`src/design/tmp_pkg.sv`:
```
`timescale 1ns / 1ps
// Types and constants shared by the timed mix pool.
// No dependencies.
package tmp_pkg;

  localparam int unsigned TimeW      = 48;
  localparam int unsigned MaxResults = 32;
  localparam logic [TimeW-1:0] TimeMax = {TimeW{1'b1}};

  localparam logic [1:0] CmdEnqueue = 2'd0;
  localparam logic [1:0] CmdDrain   = 2'd1;
  localparam logic [1:0] CmdPurge   = 2'd2;
  localparam logic [1:0] CmdFlush   = 2'd3;

  localparam logic [1:0] KindSent    = 2'd0;
  localparam logic [1:0] KindAccept  = 2'd1;
  localparam logic [1:0] KindRefuse  = 2'd2;
  localparam logic [1:0] KindNothing = 2'd3;

  localparam logic CfgMixEnabled = 1'b0;
  localparam logic CfgMaxDelay   = 1'b1;

  typedef struct packed {
    logic [1:0]       cmd;
    logic [TimeW-1:0] now_ms;
    logic [23:0]      delay_ms;
    logic [7:0]       conn_id;
    logic [31:0]      circuit_num;
    logic [7:0]       cell_command;
    logic [15:0]      payload_handle;
  } item_t;

  typedef struct packed {
    logic [1:0]  kind;
    logic [7:0]  out_conn;
    logic [31:0] out_circuit;
    logic [7:0]  out_command;
    logic [15:0] out_payload;
    logic [5:0]  occupancy;
    logic        last;
  } res_t;

  typedef struct packed {
    logic [7:0]       conn;
    logic [31:0]      circuit;
    logic [7:0]       command;
    logic [15:0]      payload;
    logic [TimeW-1:0] due_at;
  } slot_t;

endpackage

```
`src/design/tmp_ram.sv`:
```
`timescale 1ns / 1ps
// Generic single-write, single-read RAM with registered read data.
// No dependencies.
module tmp_ram #(
  parameter int unsigned Width = 8,
  parameter int unsigned Depth = 32
) (
  input  logic                     clk_i,
  input  logic                     we_i,
  input  logic [$clog2(Depth)-1:0] waddr_i,
  input  logic [Width-1:0]         wdata_i,
  input  logic [$clog2(Depth)-1:0] raddr_i,
  output logic [Width-1:0]         rdata_o
);

  logic [Width-1:0] mem_q [Depth];

  always_ff @(posedge clk_i) begin
    if (we_i) begin
      mem_q[waddr_i] <= wdata_i;
    end
    rdata_o <= mem_q[raddr_i];
  end

endmodule

```
`src/design/timed_mix_pool_unit.sv`:
```
`timescale 1ns / 1ps
// Timed mix pool: slot store in tmp_ram, valid bits in flops, one scan sequencer.
// Depends on tmp_pkg and tmp_ram.
// Each pass (init, scan, post) walks all POOL_SLOTS entries. Enqueue: one pass, or two
// when an entry is evicted (none when mixing is off); the next beat is taken once the
// result has been emitted. Purge: one pass. A stalled output holds the emit.
// Drain/flush: one count pass plus one pass and one emit per cell sent.
// Reset clears all valid bits and the count at once; no clearing pass.
module timed_mix_pool_unit
  import tmp_pkg::*;
#(
  parameter int unsigned POOL_SLOTS = 32
) (
  input  logic        clk_i,
  input  logic        rst_ni,
  input  logic        cfg_we_i,
  input  logic        cfg_idx_i,
  input  logic [23:0] cfg_wdata_i,
  input  logic        in_valid_i,
  output logic        in_stall_o,
  input  item_t       in_data_i,
  output logic        out_valid_o,
  input  logic        out_stall_i,
  output res_t        out_data_o
);

  localparam int unsigned IW = $clog2(POOL_SLOTS);
  localparam int unsigned CW = $clog2(POOL_SLOTS + 1);
  localparam int unsigned SW = $bits(slot_t);

  typedef enum logic [2:0] {
    StIdle, StDispatch, StScanInit, StScan, StPost, StEmit
  } state_e;

  typedef enum logic [1:0] {
    ModeMax, ModeMin, ModeCount, ModePurge
  } mode_e;

  state_e state_q, ret_q;
  mode_e  mode_q;

  logic            mix_en_q;
  logic [23:0]     max_delay_q;
  item_t           item_q;
  logic [POOL_SLOTS-1:0] valid_q;
  logic [CW-1:0]   count_q;
  logic [CW-1:0]   match_cnt_q;
  logic [5:0]      remain_q;
  logic [5:0]      occ_fin_q;
  logic            evict_q;
  logic [IW-1:0]   slot_q;
  logic [TimeW-1:0] fire_q;
  logic            found_q;
  logic [TimeW-1:0] best_t_q;
  logic [IW-1:0]   best_idx_q;
  slot_t           best_data_q;
  logic [IW-1:0]   scan_addr_q;
  logic            issuing_q;
  logic            rd_vld_q;
  logic [IW-1:0]   rd_idx_q;
  res_t            pend_q;
  res_t            out_q;
  logic            out_valid_q;

  logic [SW-1:0]   rdata;
  slot_t           rd_slot;
  logic            ram_we;
  slot_t           wr_slot;

  assign rd_slot = slot_t'(rdata);

  // first free slot
  logic          free_any;
  logic [IW-1:0] free_idx;
  always_comb begin
    free_any = 1'b0;
    free_idx = '0;
    for (int i = POOL_SLOTS - 1; i >= 0; i--) begin
      if (!valid_q[i]) begin
        free_any = 1'b1;
        free_idx = IW'(i);
      end
    end
  end

  // per-entry tests on the read beat
  logic rd_act, rd_match, rd_due, rd_sel, rd_same;
  always_comb begin
    rd_act   = rd_vld_q && valid_q[rd_idx_q];
    rd_match = (rd_slot.conn == item_q.conn_id) && (rd_slot.circuit == item_q.circuit_num);
    rd_due   = rd_slot.due_at <= item_q.now_ms;
    rd_sel   = (item_q.cmd == CmdFlush) ? rd_match : rd_due;
    rd_same  = (evict_q && rd_idx_q == slot_q) ? 1'b1 : rd_match;
  end

  // base fire time, saturated
  logic [23:0]      dcap;
  logic [TimeW:0]   tsum;
  logic [TimeW-1:0] tbase;
  assign dcap  = (item_q.delay_ms > max_delay_q) ? max_delay_q : item_q.delay_ms;
  assign tsum  = {1'b0, item_q.now_ms} + (TimeW + 1)'(dcap);
  assign tbase = tsum[TimeW] ? TimeMax : tsum[TimeW-1:0];

  // raise behind the latest entry on the circuit
  logic [TimeW-1:0] tfinal;
  always_comb begin
    tfinal = fire_q;
    if (found_q && fire_q <= best_t_q) begin
      tfinal = (best_t_q != TimeMax) ? best_t_q + TimeW'(1) : TimeMax;
    end
  end

  always_comb begin
    wr_slot.conn    = item_q.conn_id;
    wr_slot.circuit = item_q.circuit_num;
    wr_slot.command = item_q.cell_command;
    wr_slot.payload = item_q.payload_handle;
    wr_slot.due_at  = tfinal;
    ram_we = (state_q == StPost) && (mode_q == ModeMax);
  end

  logic [5:0] take_n;
  assign take_n = (7'(match_cnt_q) > 7'(MaxResults)) ? 6'(MaxResults) : 6'(match_cnt_q);

  tmp_ram #(
    .Width (SW),
    .Depth (POOL_SLOTS)
  ) u_slot_ram (
    .clk_i   (clk_i),
    .we_i    (ram_we),
    .waddr_i (slot_q),
    .wdata_i (SW'(wr_slot)),
    .raddr_i (scan_addr_q),
    .rdata_o (rdata)
  );

  function automatic res_t mk_res(logic [1:0] kind, logic [5:0] occ, logic lst);
    res_t r;
    r = '0;
    r.kind = kind;
    r.occupancy = occ;
    r.last = lst;
    return r;
  endfunction

  function automatic res_t mk_sent(slot_t c, logic [5:0] occ, logic lst);
    res_t r;
    r = mk_res(KindSent, occ, lst);
    r.out_conn    = c.conn;
    r.out_circuit = c.circuit;
    r.out_command = c.command;
    r.out_payload = c.payload;
    return r;
  endfunction

  always_ff @(posedge clk_i or negedge rst_ni) begin
    if (!rst_ni) begin
      state_q     <= StIdle;
      ret_q       <= StIdle;
      mode_q      <= ModeMax;
      mix_en_q    <= 1'b0;
      max_delay_q <= 24'd60000;
      valid_q     <= '0;
      count_q     <= '0;
      out_valid_q <= 1'b0;
      issuing_q   <= 1'b0;
      rd_vld_q    <= 1'b0;
    end else begin
      if (cfg_we_i) begin
        unique case (cfg_idx_i)
          CfgMixEnabled: mix_en_q    <= cfg_wdata_i[0];
          CfgMaxDelay:   max_delay_q <= cfg_wdata_i;
          default: ;
        endcase
      end
      if (state_q == StEmit && (!out_valid_q || !out_stall_i)) begin
        out_valid_q <= 1'b1;
      end else if (out_valid_q && !out_stall_i) begin
        out_valid_q <= 1'b0;
      end
      rd_vld_q <= issuing_q;
      rd_idx_q <= scan_addr_q;

      unique case (state_q)
        StIdle: begin
          if (in_valid_i) begin
            item_q  <= in_data_i;
            state_q <= StDispatch;
          end
        end
        StDispatch: begin
          fire_q  <= tbase;
          evict_q <= (item_q.cmd == CmdEnqueue) && mix_en_q && !free_any;
          unique case (item_q.cmd)
            CmdEnqueue: begin
              if (!mix_en_q) begin
                pend_q  <= mk_res(KindRefuse, 6'(count_q), 1'b1);
                ret_q   <= StIdle;
                state_q <= StEmit;
              end else if (free_any) begin
                slot_q  <= free_idx;
                mode_q  <= ModeMax;
                state_q <= StScanInit;
              end else begin
                mode_q  <= ModeMin;
                state_q <= StScanInit;
              end
            end
            CmdPurge: begin
              mode_q  <= ModePurge;
              state_q <= StScanInit;
            end
            default: begin
              mode_q  <= ModeCount;
              state_q <= StScanInit;
            end
          endcase
        end
        StScanInit: begin
          scan_addr_q <= '0;
          issuing_q   <= 1'b1;
          found_q     <= 1'b0;
          match_cnt_q <= '0;
          state_q     <= StScan;
        end
        StScan: begin
          if (issuing_q) begin
            if (scan_addr_q == IW'(POOL_SLOTS - 1)) begin
              issuing_q <= 1'b0;
            end else begin
              scan_addr_q <= scan_addr_q + IW'(1);
            end
          end
          if (rd_act) begin
            unique case (mode_q)
              ModeMax: begin
                if (rd_same && (!found_q || rd_slot.due_at > best_t_q)) begin
                  found_q  <= 1'b1;
                  best_t_q <= rd_slot.due_at;
                end
              end
              ModeMin: begin
                if (rd_sel && (!found_q || rd_slot.due_at < best_t_q)) begin
                  found_q     <= 1'b1;
                  best_t_q    <= rd_slot.due_at;
                  best_idx_q  <= rd_idx_q;
                  best_data_q <= rd_slot;
                end
              end
              ModeCount: begin
                if (rd_sel) begin
                  match_cnt_q <= match_cnt_q + CW'(1);
                end
              end
              ModePurge: begin
                if (rd_slot.conn == item_q.conn_id) begin
                  valid_q[rd_idx_q] <= 1'b0;
                  count_q <= count_q - CW'(1);
                end
              end
              default: ;
            endcase
          end
          if (rd_vld_q && rd_idx_q == IW'(POOL_SLOTS - 1)) begin
            state_q <= StPost;
          end
        end
        StPost: begin
          unique case (mode_q)
            ModeMax: begin
              if (!evict_q) begin
                valid_q[slot_q] <= 1'b1;
                count_q <= count_q + CW'(1);
                pend_q  <= mk_res(KindAccept, 6'(count_q) + 6'd1, 1'b1);
              end else begin
                pend_q  <= mk_res(KindAccept, 6'(count_q), 1'b1);
              end
              ret_q   <= StIdle;
              state_q <= StEmit;
            end
            ModeMin: begin
              if (evict_q) begin
                if (!found_q) begin
                  pend_q <= mk_res(KindRefuse, 6'(count_q), 1'b1);
                  ret_q  <= StIdle;
                end else begin
                  pend_q <= mk_sent(best_data_q, 6'(count_q), 1'b0);
                  slot_q <= best_idx_q;
                  mode_q <= ModeMax;
                  ret_q  <= StScanInit;
                end
              end else begin
                // drain or flush: send the earliest, drop it from the pool
                pend_q   <= mk_sent(best_data_q, occ_fin_q, remain_q == 6'd1);
                valid_q[best_idx_q] <= 1'b0;
                count_q  <= count_q - CW'(1);
                remain_q <= remain_q - 6'd1;
                ret_q    <= (remain_q == 6'd1) ? StIdle : StScanInit;
              end
              state_q <= StEmit;
            end
            ModeCount: begin
              if (take_n == 6'd0) begin
                pend_q  <= mk_res(KindNothing, 6'(count_q), 1'b1);
                ret_q   <= StIdle;
                state_q <= StEmit;
              end else begin
                remain_q  <= take_n;
                occ_fin_q <= 6'(count_q) - take_n;
                mode_q    <= ModeMin;
                state_q   <= StScanInit;
              end
            end
            default: begin
              pend_q  <= mk_res(KindNothing, 6'(count_q), 1'b1);
              ret_q   <= StIdle;
              state_q <= StEmit;
            end
          endcase
        end
        StEmit: begin
          // hold the beat until the output register frees up
          if (!out_valid_q || !out_stall_i) begin
            out_q   <= pend_q;
            state_q <= ret_q;
          end
        end
        default: state_q <= StIdle;
      endcase
    end
  end

  assign in_stall_o  = (state_q != StIdle);
  assign out_valid_o = out_valid_q;
  assign out_data_o  = out_q;

  a_count_tracks_valid: assert property (@(posedge clk_i) disable iff (!rst_ni)
    $countones(valid_q) == 32'(count_q))
    else $error("active count out of step with valid bits");

  a_idle_scan_quiet: assert property (@(posedge clk_i) disable iff (!rst_ni)
    (state_q == StIdle) |-> (!issuing_q && !ram_we))
    else $error("scan or write active while idle");

  a_non_sent_zero: assert property (@(posedge clk_i) disable iff (!rst_ni)
    (out_valid_q && out_q.kind != KindSent) |->
      (out_q.out_conn == '0 && out_q.out_circuit == '0 && out_q.out_payload == '0))
    else $error("cell fields set on a status beat");

  a_take_in_idle: assert property (@(posedge clk_i) disable iff (!rst_ni)
    (in_valid_i && !in_stall_o) |=> (state_q == StDispatch))
    else $error("accepted beat not dispatched");

endmodule
```
`config.mk`:
```
export PLATFORM = sky130hd
export DESIGN_NAME = timed_mix_pool_unit
export DESIGN_NICKNAME = d
export VERILOG_FILES = /design/src/design/tmp_pkg.sv /design/src/design/tmp_ram.sv /design/src/design/timed_mix_pool_unit.sv
export SDC_FILE = /design/constraint.sdc
export NUM_CORES = 2
export LEC_CHECK = 0
export BUFFER_PORTS_ARGS = -buffer_cell sky130_fd_sc_hd__buf_4
export CORE_MARGIN = 1.5
export CORE_UTILIZATION = 50
export DETAILED_ROUTE_END_ITERATION = 12
export HOLD_SLACK_MARGIN = 0.1
export PLACE_DENSITY_LB_ADDON = 0.25
export SYNTH_ARGS = -nofsm -noshare
export SYNTH_HDL_FRONTEND = slang
export SYNTH_SLANG_ARGS = --single-unit
```
`constraint.sdc`:
```
create_clock -name clk_i -period 11.2 [get_ports clk_i]
set_input_delay 0.56 -clock clk_i [delete_from_list [all_inputs] [get_ports clk_i]]
set_output_delay 0.56 -clock clk_i [all_outputs]
set_load 0.02 [all_outputs]
```
# == Word level (Yosys, flattened, before mapping) ==
# Memory sizes are Yosys's and may differ from the RTL's. A register that Yosys moved wholly into a read port is not among the register bits.
# Index checks and enable logic that the tools add are counted.
# op_classes
add_sub_neg,8
order_cmp,12
eq_ne,50
n_mux,156
n_bitwise,7
reduce_logical,51
# ops
op,count
$mux 73,5
$pmux 73 s3,1
$mux 5,40
$mux 48,4
$mux 32,5
$pmux 73 s2,1
$pmux 32 s2,2
$le 48x48->1,2
$pmux 48 s2,1
$mux 6,11
$and 32x32->32,2
$not 32->32,2
$add 48x24->49,1
$add 48x1->48 const B,1
$gt 48x48->1,1
$lt 48x48->1,1
$mux 1,48
$ne 48x48->1 const B,1
$pmux 6 s2,4
$ne 2x2->1 const B,17
$mux 3,11
$eq 32x32->1,1
$or 32x32->32,1
$ne 3x3->1 const B,10
45 further kinds,111
# totals
reg_bits,558
ram_bits,3584
input_bits,168
memories,1
# mem_list
name,depth,width,rd,rd_ports_with_merged_regs,wr,line,source
u_slot_ram.mem_q,32,112,1,1,1,tmp_ram.sv:16,logic [Width-1:0] mem_q [Depth];

# == Longest topological paths before layout ==
# logic_depth
ltp_word,36
ltp_mapped,24
mapped_depth_nobuf,22

# == By module ==
# Synthesis repeated with hierarchy kept, for this count alone.
# hier_totals
hier_cells,8841
hier_area_um2,166773.7
# by_module_without_submodules
module,instances,cells_each,area_each_um2,seq_area_each_um2
tmp_ram,1,6523,138227.6,109865.4
timed_mix_pool_unit,1,2318,28546.1,16344.4

# == Worst setup path after synthesis ==
# No wires, ideal clock.
# synth_path
kind,reg-to-reg
from,reg state_q[2]
to,"reg item_q[0] in the netlist's numbering, enable pin"
setup_ns,0.641
t_arrival_ns,6.846
required_ns,10.559
path_slack_ns,3.713
stages_incl_launch_ff,4
synth_period_minus_slack_ns,7.487
cell_sequence,dfrtp_1 clkbuf_1 or3_1 nor2_1
# synth_via
elab_chain_cells,2
# synth_lines
element,line,source
"start, declared",timed_mix_pool_unit.sv:39,"state_e state_q, ret_q;"
"start signal, assigned",timed_mix_pool_unit.sv:158,state_q <= StIdle;
"start signal, assigned",timed_mix_pool_unit.sv:188,state_q <= StDispatch;
"start signal, assigned",timed_mix_pool_unit.sv:199,state_q <= StEmit;
$logic_not 3->1,timed_mix_pool_unit.sv:184,unique case (state_q)
$reduce_and 3->1 (no source line),-,
"end signal, assigned",timed_mix_pool_unit.sv:187,item_q <= in_data_i;
"end, declared",timed_mix_pool_unit.sv:44,item_t item_q;
# Every way passes these cells.
# A chain may end at the register's enable or synchronous reset.

# == Final worst setup path ==
# layout_path
from,reg max_delay_q[1]
to,"reg fire_q[33], data pin"
# layout_via
elab_chain_cells,3
# layout_lines
element,line,source
"start, declared",timed_mix_pool_unit.sv:43,logic [23:0] max_delay_q;
"start signal, assigned",timed_mix_pool_unit.sv:172,CfgMaxDelay: max_delay_q <= cfg_wdata_i;
$gt 24x24->1,timed_mix_pool_unit.sv:100,assign dcap = (item_q.delay_ms > max_delay_q) ? max_delay_q : item_q.delay_ms;
$mux 24 *,timed_mix_pool_unit.sv:100,
$add 48x24->49 *,timed_mix_pool_unit.sv:101,"assign tsum = {1'b0, item_q.now_ms} + (TimeW + 1)'(dcap);"
"end signal, assigned",timed_mix_pool_unit.sv:192,fire_q <= tbase;
"end, declared",timed_mix_pool_unit.sv:52,logic [TimeW-1:0] fire_q;
# Mark *: on every way between the ends. The rest lies on a longest branch, timed or not.

==> results by group <==
Placed design
  – GPL Wtd Cong: 0.873
  – Placed insts: 12009
  – Post-DP HPWL: 220000 um
  – Post-DP Area: 174000 sq um
  – IO Port Bufs: 242

Timing
  – Tmin final: 6620 ps
  – TNS Setup: 0 ps
  – Worst slew margin: -9.69%
  – Fmax: 0.151 GHz
  – Fin crit share: 59.1%
  – Final Hold Viols: 0
  – Final slew viol count: 30
  – Worst-Margin Slew: 1650 ps
  – Setup clock skew after layout: 85.3 ps
  – RSZ-0062 raised after global routing: false
  – Final Setup Violations: 0

Worst setup path
  – Reg2Reg Depth: 22
  – Worst Setup Start Kind: flop
  – CP max FO: 13
  – Critical path type: flop to flop
  – Crit. End Element: flop
  – WP data required: 11910 ps
  – Critical Path AT: 7330 ps

Yosys
  – Synth area leaders: edfxtp_1, mux4_2, ha_1
  – Post-Synthesis Cell Area: 166000 sq um
  – Area leader, netlist: edfxtp_1
  – Fraction of registers with async set/reset: 1.69%
  – Yosys reg bits: 4252
  – Post-synthesis cell type count: 81
  – Syn Area/Cell: 22.0 sq um
  – Ys Warns: 0
  – Mapped Cells: 7564
  – Syn nets: 7940
  – Register area share after synthesis: 76.0%
  – Post-synth EDFFs: 4068
  – Yosys top cell area share: 73.6%
  – Ys flop type: edfxtp_1

CTS
  – Setup repair bufs after CTS: 0
  – Clock root cell: clkbuf_16
  – CTS buffer count: 426
  – Clock Sinks: 4252
  – Worst skew pair latency: 980 ps
  – Reg clk slew, reported paths: 60 ps
  – CTS tree: done
  – Max Buffers Root-to-Sink: 4
  – H-tree Lvls: 5

Route
  – Vias: 81141
  – Vias/cell: 6.25
  – Initial DRT Pass Iterations: 6
  – Antenna viol nets, final: 0
  – Routed len/inst: 32.4 um
  – Drt drc: 0
  – Final wirelength: 420000 um
  – 1st-iter DRT viols: 9638

Layout
  – Fin area: 190000 sq um
  – Share of layout cells above drive strength 1: 27.9%
  – Synthesis-to-finish area growth: 14.1%
  – Final-stage net count: 8614
  – Fill count: 23732
  – Non-filler cells in the finished layout: 12976

Power
  – Switching share of power: 24.1%
  – Clock group share of total power: 37.6%
  – NetSw: 9140 uW
  – Overall power: 38000 uW
  – Share of power burned in registers: 50.0%
  – Pint: 28800 uW
  – Cell Pwr Density: 200 nW/um^2
  – P_leak: 0.0611 uW
  – Comb power frac: 12.4%
  – Max VDD drop: 0.149 mV

Floorplan
  – I/O pins: 243
  – Core Area: 331000 sq um
  – Die Ht: 579 um
  – Chip width: 579 um
  – Full die area: 336000 sq um
  – Cell row count: 211
  – Initial Utilization: 50.2%

Global route
  – Vias in the first global route: 81601
  – Initial antenna violation count: 14
  – Pin count of the biggest net entering global routing: 145
  – GRT overflow: 0
  – Total track usage: 25.0%
  – First-pass GRT wire length: 597000 um

Run
  – Max Cap Viol: 0

Hold path
  – Min-Delay Path Class: primary input to async pin

Status
  – Failing checks: max-slew violations
  – Status: finished, violations left
==> state kept, by name, indices dropped and copies added, names as in the netlist, 2 cells and up <==
register and cells:
match_cnt_q 6, item_q 138, u_slot_ram.rdata_o 112, best_t_q 48, occ_fin_q 6, slot_q 5
count_q 6, max_delay_q 24, valid_q 32, remain_q 6, best_idx_q 5, pend_q 73
mode_q 2, state_q 3, out_data_o 73, best_data_q 64, rd_idx_q 5, u_slot_ram.mem_q 3584
fire_q 48, scan_addr_q 5
==> stage by stage <==
stage | util, % | setup WS [ps] | hold WS (ps)
finish | 57.3 | 4580 | 157
global route | 57.3 | 4160 | 191
CTS | 57.3 | 4600 | 110
detailed placement | 52.6 | 4570 | 389
global placement | 52.6 | 4570 | 389
floorplan | - | 3710 | 264
==> layout by cell type, fill, tap and decap left out, types with 44 or more instances in the layout <==
master	instances
mux2_2	181
nor3_1	44
and2_1	71
clkinv_2	67
a21oi_1	164
xor2_1	62
inv_1	153
xnor2_1	78
mux4_2	1128
dfrtp_1	65
a21o_1	44
nand3_1	67
clkinv_1	70
clkbuf_16	435
dlygate4sd3_1	167
clkbuf_1	111
edfxtp_1	4068
o21ai_0	71
nand2_1	218
nand4_1	53
ha_1	206
dfxtp_1	112
buf_4	381
nor2_1	80
==> synth_stat cells, types with 17 or more instances <==
cell / count
edfxtp_1: 4068
mux4_2: 1128
clkbuf_1: 237
nand2_1: 218
ha_1: 206
mux2_2: 181
a21oi_1: 164
inv_1: 153
nor2_1: 113
dfxtp_1: 112
xnor2_1: 78
and2_1: 73
o21ai_0: 71
nand3_1: 67
dfrtp_1: 65
xor2_1: 62
nand4_1: 53
nor3_1: 48
buf_1: 45
a21o_1: 44
o22ai_1: 37
buf_2: 34
mux2_1: 32
nor4_1: 23
nand2b_1: 22
nor2b_1: 19
nand3b_1: 17
==> power by group through the flow <==
stage	sequential, uW	clock [uW]	combinational [uW]
finish	19000	14300	4700
global placement	19300	0	4590
CTS	19000	14500	4750
global route	19100	15100	5040
detailed placement	19300	0	4670
floorplan	19100	0	3240
==> path summary, 6_finish.rpt <==
path	from	endpoint	slack, ps
worst max-delay path	max_delay_q[1]	fire_q[33]	4580
worst min-delay path	rst_ni	max_delay_q[21]	160
worst max register to register	max_delay_q[1]	fire_q[33]	4580
worst min register to register	u_slot_ram.rdata_o[67]	best_data_q[67]	380
max in group asynchronous	rst_ni	count_q[4]	9780
min in group clk_i	in_data_i[26]	item_q[26]	300
==> cell families after synthesis <==
group | after synthesis | synth area share (%)
flops | 4252 | 76.0
simple gates | 726 | 2.26
buf+inv | 482 | 1.15
xor+xnor | 140 | 0.738
fa+ha+maj | 208 | 1.58
mux | 1342 | 16.8
compound gates | 414 | 1.51
==> repair_timing <==
action,CTS,global route
endpoints found under the setup margin,0,0
hold endpoints to repair,193,0
hold buffers,167,0
resized for setup,0,0
==> per-layer routing <==
metal  routed length (um)  part of all wire, %  up-vias  global-route usage, %
met1               172000                   41    43864                   36.0
li1                     -                    -    32998                      -
met3                33500                  8.0      522                   3.90
met2               207000                   49     3755                   41.0
met5                  293                0.070        -                      0
met4                 8210                  2.0        2                   5.14
==> layout make-up <==
cell class | instances | area [sq um] | area share [%]
Tap cell | 4366 | 5460 | 2.88
Timing Repair Buffer | 571 | 4990 | 2.63
Sequential cell | 4252 | 126000 | 66.6
Antenna cell | 7 | 17.5 | 0.00924
Clock inverter | 213 | 2250 | 1.19
Clock buffer | 580 | 11800 | 6.21
Multi-Input combinational cell | 2830 | 38200 | 20.2
Inverter | 157 | 589 | 0.311
==> worst max-delay path, cell delays in order, from the launching register on <==
cell and delay [ps]:
dfrtp_1 370, inv_1 50, ha_1 300, nor2b_1 140, o21a_1 160, o21a_1 160, o211ai_1 160, a211oi_1 150
o31ai_1 240, o21ai_0 200, o31ai_4 600, buf_4 350, mux2_2 370, ha_1 360, a211oi_1 400, nand4b_1 170
a211oi_1 430, nor3_1 150, nor4_1 380, o31a_1 610, nor2_1 180, nand3_1 140, mux2_2 340
(Power assumes the default switching activity.)
